===== config.mk =====
export PLATFORM = sky130hd
export DESIGN_NAME = motor_mode_duty_sequencer
export DESIGN_NICKNAME = d
export VERILOG_FILES = /design/src/hdl/mmds_pkg.sv /design/src/hdl/mmds_muldiv.sv /design/src/hdl/motor_mode_duty_sequencer.sv
export SDC_FILE = /design/constraint.sdc
export NUM_CORES = 2
export LEC_CHECK = 0
export ABC_AREA = 0
export ABC_CLOCK_PERIOD_IN_PS = 11700
export BUFFER_PORTS_ARGS = -buffer_cell sky130_fd_sc_hd__clkbuf_2
export CAP_MARGIN = 20
export CORE_ASPECT_RATIO = 1.2
export CORE_UTILIZATION = 65
export DETAILED_ROUTE_END_ITERATION = 10
export GPL_ROUTABILITY_DRIVEN = 0
export PLACE_DENSITY = 0.79
export SLEW_MARGIN = 0
export SYNTH_ARGS = -nofsm -noshare
export SYNTH_HDL_FRONTEND = slang
export SYNTH_SLANG_ARGS = --single-unit
export TNS_END_PERCENT = 100

===== constraint.sdc =====
create_clock -name clk -period 11.7 [get_ports clk]
set_clock_uncertainty 0.1 [all_clocks]
set_input_delay 1.755 -clock clk [delete_from_list [all_inputs] [get_ports clk]]
set_output_delay 1.755 -clock clk [all_outputs]
set_load 0.02 [all_outputs]

===== src/hdl/mmds_pkg.sv =====
// mmds_pkg: shared types and constants for the motor mode duty sequencer
// holds mode and register codes and the request/response words of the muldiv unit
// no dependencies
`timescale 1ns / 1ps

package mmds_pkg;

	localparam int OPND_W  = 16;
	localparam int PROD_W  = 2 * OPND_W;
	localparam int RECIP_W = PROD_W + 1;

	localparam logic [OPND_W-1:0] PCT_DIVISOR = OPND_W'(100);
	localparam logic [6:0]        PCT_MAX     = 7'd100;

	// rounded-up reciprocal of 100, exact floor for products below 2^23
	localparam int                 PCT_SHIFT = 30;
	localparam logic [RECIP_W-1:0] PCT_RECIP =
		RECIP_W'(((64'd1 << PCT_SHIFT) + 64'(PCT_DIVISOR) - 64'd1) / 64'(PCT_DIVISOR));

	localparam logic [2:0] MODE_OFF    = 3'd0;
	localparam logic [2:0] MODE_LOW    = 3'd1;
	localparam logic [2:0] MODE_HIGH   = 3'd2;
	localparam logic [2:0] MODE_MANUAL = 3'd3;
	localparam logic [2:0] MODE_RAMP   = 3'd4;
	localparam logic [2:0] MODE_NONE   = 3'd5;

	localparam logic [2:0] CFG_MAX_DUTY  = 3'd0;
	localparam logic [2:0] CFG_LOW_PCT   = 3'd1;
	localparam logic [2:0] CFG_HIGH_PCT  = 3'd2;
	localparam logic [2:0] CFG_RAMP_PER  = 3'd3;
	localparam logic [2:0] CFG_RAMP_INC  = 3'd4;

	typedef struct packed {
		logic              start;
		logic [OPND_W-1:0] a;
		logic [OPND_W-1:0] b;
		logic              by_pot;
	} md_req_t;

	typedef struct packed {
		logic              done;
		logic [OPND_W-1:0] quotient;
	} md_rsp_t;

endpackage


===== src/hdl/mmds_muldiv.sv =====
// mmds_muldiv: shared multiplier for floor(a*b/d), d being 100 or the pot full scale
// two passes through one multiplier: a*b, then times the rounded-up reciprocal of d
// depends on mmds_pkg
`timescale 1ns / 1ps

module mmds_muldiv import mmds_pkg::*; #(
	parameter int POT_BITS = 12
) (
	input  logic    clk,
	input  logic    arst_n,
	input  md_req_t req,
	output md_rsp_t rsp
);

	localparam int                 WIDE_W    = PROD_W + RECIP_W;
	localparam int                 POT_SHIFT = 2 * POT_BITS + OPND_W;
	localparam logic [63:0]        POT_DIV   = (64'd1 << POT_BITS) - 64'd1;
	localparam logic [RECIP_W-1:0] POT_RECIP =
		RECIP_W'(((64'd1 << POT_SHIFT) + POT_DIV - 64'd1) / POT_DIV);

	typedef enum logic [2:0] {
		MD_IDLE  = 3'b001,
		MD_MUL   = 3'b010,
		MD_SCALE = 3'b100
	} md_state_t;

	md_state_t         state_q;
	logic              done_q;
	logic [OPND_W-1:0] a_q;
	logic [OPND_W-1:0] b_q;
	logic              by_pot_q;
	logic [PROD_W-1:0] acc_q;
	logic [OPND_W-1:0] quot_q;

	logic [PROD_W-1:0]  mul_x;
	logic [RECIP_W-1:0] mul_y;
	logic [WIDE_W-1:0]  mul_p;

	always_comb begin
		mul_x = PROD_W'(a_q);
		mul_y = RECIP_W'(b_q);
		if (state_q == MD_SCALE) begin
			mul_x = acc_q;
			mul_y = by_pot_q ? POT_RECIP : PCT_RECIP;
		end
	end

	assign mul_p = WIDE_W'(mul_x) * WIDE_W'(mul_y);

	always_ff @(posedge clk or negedge arst_n) begin
		if (!arst_n) begin
			state_q <= MD_IDLE;
			done_q  <= 1'b0;
		end else begin
			done_q <= (state_q == MD_SCALE);
			case (state_q)
				MD_IDLE: begin
					if (req.start) state_q <= MD_MUL;
				end
				MD_MUL:   state_q <= MD_SCALE;
				MD_SCALE: state_q <= MD_IDLE;
				default:  state_q <= MD_IDLE;
			endcase
		end
	end

	always_ff @(posedge clk) begin
		case (state_q)
			MD_IDLE: begin
				if (req.start) begin
					a_q      <= req.a;
					b_q      <= req.b;
					by_pot_q <= req.by_pot;
				end
			end
			MD_MUL: begin
				acc_q <= mul_p[PROD_W-1:0];
			end
			MD_SCALE: begin
				// reciprocal error stays below one step, so the shift gives the floor
				quot_q <= by_pot_q ? mul_p[POT_SHIFT +: OPND_W] : mul_p[PCT_SHIFT +: OPND_W];
			end
			default: ;
		endcase
	end

	assign rsp.done     = done_q;
	assign rsp.quotient = quot_q;

endmodule


===== src/hdl/motor_mode_duty_sequencer.sv =====
// motor_mode_duty_sequencer: button debounce, mode cycling and pwm duty per tick
// sequencer around the shared mmds_muldiv unit; depends on mmds_pkg
//
//   channel  handshake            payload
//   in       in_valid/in_ready    button_pressed, pot_sample
//   out      out_valid/out_ready  duty, run_mode, drive_enable
//   cfg      cfg_valid/cfg_ready  cfg_index, cfg_data
//
// each tick runs the muldiv unit for the low level, the high level and, in manual mode,
// the pot scaling, then steps through ramp entry, ramp step and output load, and ends
// in the idle state that accepts a word
// in_ready is high only while the sequencer is idle; cfg_ready is always high
// a result waiting in the output register stalls only the final load of the next tick
// arst_n clears all control state and restores register defaults
`timescale 1ns / 1ps

module motor_mode_duty_sequencer import mmds_pkg::*; #(
	parameter int DEBOUNCE_LEN = 31,
	parameter int POT_BITS     = 12
) (
	input  logic        clk,
	input  logic        arst_n,
	input  logic        in_valid,
	output logic        in_ready,
	input  logic        button_pressed,
	input  logic [11:0] pot_sample,
	output logic        out_valid,
	input  logic        out_ready,
	output logic [15:0] duty,
	output logic [2:0]  run_mode,
	output logic        drive_enable,
	input  logic        cfg_valid,
	output logic        cfg_ready,
	input  logic [2:0]  cfg_index,
	input  logic [15:0] cfg_data
);

	localparam int               HIST_W    = DEBOUNCE_LEN + 1;
	localparam logic [HIST_W-1:0] DB_TARGET = {1'b0, {DEBOUNCE_LEN{1'b1}}};
	localparam logic [15:0]      POT_FULL  = 16'((32'd1 << POT_BITS) - 32'd1);

	typedef enum logic [6:0] {
		ST_IDLE  = 7'b0000001,
		ST_LO    = 7'b0000010,
		ST_HI    = 7'b0000100,
		ST_MAN   = 7'b0001000,
		ST_ENTRY = 7'b0010000,
		ST_STEP  = 7'b0100000,
		ST_OUT   = 7'b1000000
	} seq_state_t;

	seq_state_t state_q;

	logic [15:0] max_duty_q;
	logic [6:0]  low_pct_q;
	logic [6:0]  high_pct_q;
	logic [7:0]  ramp_per_q;
	logic [7:0]  ramp_inc_q;

	logic [31:0]       tick_q;
	logic [HIST_W-1:0] hist_q;
	logic              await_q;
	logic [2:0]        mode_q;
	logic [2:0]        prev_q;
	logic [15:0]       ramp_level_q;
	logic              rising_q;
	logic [31:0]       ramp_last_q;

	logic [11:0] pot_q;
	logic [15:0] lo_q;
	logic [15:0] hi_q;
	logic [15:0] man_q;

	logic        out_valid_q;
	logic [15:0] duty_q;
	logic [2:0]  out_mode_q;
	logic        en_q;

	md_req_t req;
	md_rsp_t rsp;

	logic              in_fire;
	logic              out_load;
	logic [HIST_W-1:0] hist_next;
	logic [2:0]        mode_adv;
	logic [6:0]        low_pct_c;
	logic [6:0]        high_pct_c;
	logic [15:0]       pot_ext;
	logic [15:0]       pot_c;
	logic              step_due;
	logic signed [17:0] next_s;
	logic signed [17:0] lo_s;
	logic signed [17:0] hi_s;
	logic [15:0]       duty_sel;

	assign in_ready  = (state_q == ST_IDLE);
	assign in_fire   = in_valid && in_ready;
	assign cfg_ready = 1'b1;
	assign out_load  = (state_q == ST_OUT) && (!out_valid_q || out_ready);

	assign hist_next  = {hist_q[HIST_W-2:0], button_pressed};
	assign mode_adv   = (mode_q == MODE_RAMP) ? MODE_OFF : mode_q + 3'd1;
	assign low_pct_c  = (low_pct_q > PCT_MAX) ? PCT_MAX : low_pct_q;
	assign high_pct_c = (high_pct_q > PCT_MAX) ? PCT_MAX : high_pct_q;
	assign pot_ext    = 16'(pot_q);
	assign pot_c      = (pot_ext > POT_FULL) ? POT_FULL : pot_ext;

	// muldiv requests: low level, high level, pot scaling
	always_comb begin
		req.start  = 1'b0;
		req.a      = 16'(low_pct_c);
		req.b      = max_duty_q;
		req.by_pot = 1'b0;
		case (state_q)
			ST_IDLE: req.start = in_fire;
			ST_LO: begin
				req.start = rsp.done;
				req.a     = 16'(high_pct_c);
			end
			ST_HI: begin
				req.start  = rsp.done && (mode_q == MODE_MANUAL);
				req.a      = pot_c;
				req.b      = rsp.quotient;
				req.by_pot = 1'b1;
			end
			default: ;
		endcase
	end

	mmds_muldiv #(
		.POT_BITS (POT_BITS)
	) u_muldiv (
		.clk    (clk),
		.arst_n (arst_n),
		.req    (req),
		.rsp    (rsp)
	);

	assign step_due = (tick_q - ramp_last_q) >= {24'd0, ramp_per_q};
	assign lo_s     = $signed({2'b00, lo_q});
	assign hi_s     = $signed({2'b00, hi_q});
	assign next_s   = rising_q
		? $signed({2'b00, ramp_level_q}) + $signed({10'd0, ramp_inc_q})
		: $signed({2'b00, ramp_level_q}) - $signed({10'd0, ramp_inc_q});

	always_comb begin
		case (mode_q)
			MODE_LOW:    duty_sel = lo_q;
			MODE_HIGH:   duty_sel = hi_q;
			MODE_MANUAL: duty_sel = man_q;
			MODE_RAMP:   duty_sel = ramp_level_q;
			default:     duty_sel = 16'd0;
		endcase
	end

	// config registers
	always_ff @(posedge clk or negedge arst_n) begin
		if (!arst_n) begin
			max_duty_q <= 16'd1000;
			low_pct_q  <= 7'd50;
			high_pct_q <= 7'd80;
			ramp_per_q <= 8'd15;
			ramp_inc_q <= 8'd8;
		end else if (cfg_valid && cfg_ready) begin
			case (cfg_index)
				CFG_MAX_DUTY: max_duty_q <= cfg_data;
				CFG_LOW_PCT:  low_pct_q  <= cfg_data[6:0];
				CFG_HIGH_PCT: high_pct_q <= cfg_data[6:0];
				CFG_RAMP_PER: ramp_per_q <= cfg_data[7:0];
				CFG_RAMP_INC: ramp_inc_q <= cfg_data[7:0];
				default: ;
			endcase
		end
	end

	// sequencer and tick state
	always_ff @(posedge clk or negedge arst_n) begin
		if (!arst_n) begin
			state_q      <= ST_IDLE;
			tick_q       <= '0;
			hist_q       <= '0;
			await_q      <= 1'b1;
			mode_q       <= MODE_OFF;
			prev_q       <= MODE_NONE;
			ramp_level_q <= '0;
			rising_q     <= 1'b0;
			ramp_last_q  <= '0;
			out_valid_q  <= 1'b0;
		end else begin
			if (out_load) out_valid_q <= 1'b1;
			else if (out_valid_q && out_ready) out_valid_q <= 1'b0;
			case (state_q)
				ST_IDLE: begin
					if (in_fire) begin
						tick_q <= tick_q + 32'd1;
						if (await_q) begin
							if (!button_pressed) begin
								await_q <= 1'b0;
								hist_q  <= '0;
							end
						end else if (hist_next == DB_TARGET) begin
							mode_q  <= mode_adv;
							hist_q  <= '0;
							await_q <= 1'b1;
						end else begin
							hist_q <= hist_next;
						end
						state_q <= ST_LO;
					end
				end
				ST_LO: begin
					if (rsp.done) state_q <= ST_HI;
				end
				ST_HI: begin
					if (rsp.done) state_q <= (mode_q == MODE_MANUAL) ? ST_MAN : ST_ENTRY;
				end
				ST_MAN: begin
					if (rsp.done) state_q <= ST_ENTRY;
				end
				ST_ENTRY: begin
					if (mode_q != prev_q) begin
						if (mode_q == MODE_RAMP) begin
							ramp_level_q <= lo_q;
							rising_q     <= 1'b1;
							ramp_last_q  <= tick_q;
						end
						prev_q <= mode_q;
					end
					state_q <= ST_STEP;
				end
				ST_STEP: begin
					if (mode_q == MODE_RAMP && step_due) begin
						ramp_last_q <= tick_q;
						if (next_s >= hi_s) begin
							ramp_level_q <= hi_q;
							rising_q     <= 1'b0;
						end else if (next_s <= lo_s) begin
							ramp_level_q <= lo_q;
							rising_q     <= 1'b1;
						end else begin
							ramp_level_q <= next_s[15:0];
						end
					end
					state_q <= ST_OUT;
				end
				ST_OUT: begin
					if (out_load) state_q <= ST_IDLE;
				end
				default: state_q <= ST_IDLE;
			endcase
		end
	end

	// payload registers
	always_ff @(posedge clk) begin
		if (in_fire) pot_q <= pot_sample;
		if (state_q == ST_LO && rsp.done) lo_q <= rsp.quotient;
		if (state_q == ST_HI && rsp.done) hi_q <= rsp.quotient;
		if (state_q == ST_MAN && rsp.done) man_q <= rsp.quotient;
		if (out_load) begin
			duty_q     <= duty_sel;
			out_mode_q <= mode_q;
			en_q       <= (mode_q != MODE_OFF);
		end
	end

	assign out_valid    = out_valid_q;
	assign duty         = duty_q;
	assign run_mode     = out_mode_q;
	assign drive_enable = en_q;

	a_done_busy: assert property (@(posedge clk) disable iff (!arst_n)
		rsp.done |-> (state_q == ST_LO || state_q == ST_HI || state_q == ST_MAN))
		else $error("muldiv finished while sequencer was not waiting");

	a_out_word: assert property (@(posedge clk) disable iff (!arst_n)
		out_valid |-> (run_mode <= MODE_RAMP && drive_enable == (run_mode != MODE_OFF)))
		else $error("output word mode or enable inconsistent");

	a_mode_on_tick: assert property (@(posedge clk) disable iff (!arst_n)
		(mode_q != $past(mode_q)) |-> $past(in_valid && in_ready))
		else $error("mode changed without an accepted tick");

endmodule

==> impl_results.md <==
* Data arrival, critical path at 10630 ps
* Initial antenna violation count at 1
* Most frequent cells after synthesis: inv_1, fa_1, ha_1
* WHS at 405 ps
* DRT antenna net count at 0
* Req. time, crit path at 11880 ps
* EDFF count, synth at 157
* Setup Crit Path Kind: reg2reg
* Critical path's most frequent cell: fa_1
* Share of cells above drive strength 1 at 0.0587
* Cell variety after synth at 85
* Fill cell count at 4608
* DRT Wirelength at 112000 µm
* Remaining Overflow, GRT at 0
* Final setup violation count at 0
* Critical path capture point type: flop
* Largest net degree at the start of global routing at 113
* Slew @ Worst Pin at 1190 ps
* Yosys reg bits at 334
* Cell count after synthesis at 4187
* Setup WS post-layout at 1260 ps
* Crit-path max cell delay at 810 ps
* DRT Pass-1 Iters at 9
* DRC viols at 0
* Hold/Removal Path Class: reg2reg
* Non-filler cells in the finished layout at 5105
* Maximum buffer depth of the clock tree at 3
* Clock sinks at 334
* Global-route wire length before repair at 176000 µm
* Cts hold-fix bufs at 0
* Max cap viols at 0
* Via density at 6.15
* Total negative setup slack at 0 ps
* Slew headroom at 0.205
* CTS tree: built
* Std cell rows at 99
* CP max FO at 67
* Post-CTS Setup Bufs at 0
* Initial drt markers at 3167
* Number of synthesis warnings at 0
* CTS resizes at 0
* Tcrit/Tclk final at 0.893
* Final Hold Viols at 0
* Mean Syn Cell Area at 9.61 µm²
* H-tree Lvls at 2
* Placed cell count at 5037
* RSZ-0062 raised after global routing: false
* Top cells by area, synth: fa_1, ha_1, edfxtp_1
* F_max at 95.8 MHz
* Critical path's slowest cell: a21oi_1
* Starting Density at 0.660
* Crit path launch type: flop
* Die ar. at 62900 µm²
* Post-Place Worst Slack at 1560 ps
* Clk Latency, worst-skew pair at 560 ps
* Die Wd at 229 µm
* PortBufs at 58
* Num ports at 60
* Seq/Total Area, Yosys at 0.228
* Tmin final at 10440 ps
* Number of global-route vias before repair at 32100
* Core footprint at 60900 µm²
* Fin. max-slew vios at 0
* Area growth syn-to-layout at 6.66%
* Post-synth top flop: edfxtp_1
* All-Layer GR Usage at 0.364
* CTS buffer count at 36
* Wirelength per Cell at 21.8 µm
* Most common cell in the netlist: inv_1
* Number of nets in the layout at 5244
* Die Span Y at 275 µm
* FFs w/ async S/R, synth at 0.530
* Clk slew on worst S/H paths at 70 ps
* Root Buffer: clkbuf_16
* Post-synth top area cell: fa_1
* Post-DP HPWL at 87800 µm
* Proportion of netlist area held by the largest area contributor at 0.277
* Status: finished, final reports clean
* Total number of vias at 31400
* Mapped Area at 40200 µm²
==> through the flow <==
stage,utilization,instance area (µm²)
floorplan,-,40700
global placement,0.683,41600
detailed placement,0.683,41600
CTS,0.703,42900
global route,0.704,42900
finish,0.704,42900
==> worst paths after layout <==
| kind | endpoint | slack, ps | cells past startpoint | start |
|---|---|---|---|---|
| min in group asynchronous | hist_q[18]$_DFFE_PN0P_ | 1180 | 1 | arst_n |
| max in group asynchronous | ramp_last_q[19]$_DFFE_PN0P_ | 8710 | 2 | arst_n |
| setup reg to reg | u_muldiv.quot_q[1]$_DFFE_PN_ | 1260 | 26 | u_muldiv.state_q[1]$_DFFE_PN0P_ |
| setup / recovery | u_muldiv.quot_q[1]$_DFFE_PN_ | 1260 | 26 | u_muldiv.state_q[1]$_DFFE_PN0P_ |
| hold reg to reg | await_q$_DFFE_PN1P_ | 400 | 2 | await_q$_DFFE_PN1P_ |
| hold / removal | await_q$_DFFE_PN1P_ | 400 | 2 | await_q$_DFFE_PN1P_ |
==> cells by family (layout without fill, tap and decap cells) <==
logic type	Yosys count	in the layout	share of synthesized area
AOI/OAI and AO/OA	652	652	0.113
xor gates and xnor gates	122	122	0.0266
adders and majority gates	938	938	0.396
and+or+nand+nor	1042	1042	0.123
DFF	334	334	0.228
buffers and inverters	1044	1034	0.0986
muxes	53	53	0.0146
other	2	122	0.000187
==> layout by cell type, fill, tap and decap left out, types with 45 or more instances in the layout <==
cell	instances
o211ai_1	51
nor2_1	226
xnor2_1	85
o21ai_0	86
clkbuf_2	57
dfrtp_1	156
a21oi_1	126
fa_1	557
a21o_1	62
nand2_1	340
nand3_1	150
ha_1	381
edfxtp_1	157
a31oi_1	52
mux2_2	45
conb_1	121
inv_1	870
and3_1	128
==> final cells by class <==
type	instances	area (µm²)	share of cell area
Antenna cell	1	2.50	0.0000583
Clock buffer	47	1020	0.0239
Clock inverter	18	216	0.00505
Inverter	875	3280	0.0766
Multi-Input combinational cell	2928	27600	0.643
Sequential cell	334	9170	0.214
Tap cell	808	1010	0.0236
Timing Repair Buffer	94	589	0.0137
==> critical path, delay by kind of cell (launching register included) <==
family	cells	cell delay, ps
and+or+nand+nor	5	1730
DFF	1	400
adders and majority gates	9	4040
AOI/OAI and AO/OA	7	2810
xor gates and xnor gates	1	190
buffers and inverters	3	590
muxes	1	290
==> flip-flops by register name (all words and copies together), names as in the netlist, 7 cells and up <==
| signal | flops |
|---|---|
| low_pct_q | 7 |
| lo_q | 16 |
| ramp_last_q | 32 |
| ramp_per_q | 8 |
| duty | 16 |
| state_q | 7 |
| pot_q | 12 |
| max_duty_q | 16 |
| u_muldiv.quot_q | 16 |
| u_muldiv.a_q | 12 |
| u_muldiv.acc_q | 32 |
| hist_q | 31 |
| high_pct_q | 7 |
| ramp_inc_q | 8 |
| tick_q | 32 |
| man_q | 16 |
| ramp_level_q | 16 |
| u_muldiv.b_q | 16 |
| hi_q | 16 |
==> per-layer routing <==
layer  up-vias  routed length, µm  global-route usage  part of all wire
li1      13800                  -                   -                 -
met1     15500              40300               0.450              0.36
met2      1635              53600               0.612              0.48
met3       420               9880              0.0532             0.089
met4         0               7730               0.210             0.069
met5         -                  0                   0                 0
Power is not shown: default switching activity piles up to over one toggle a cycle in this logic, so the estimate is an artifact.
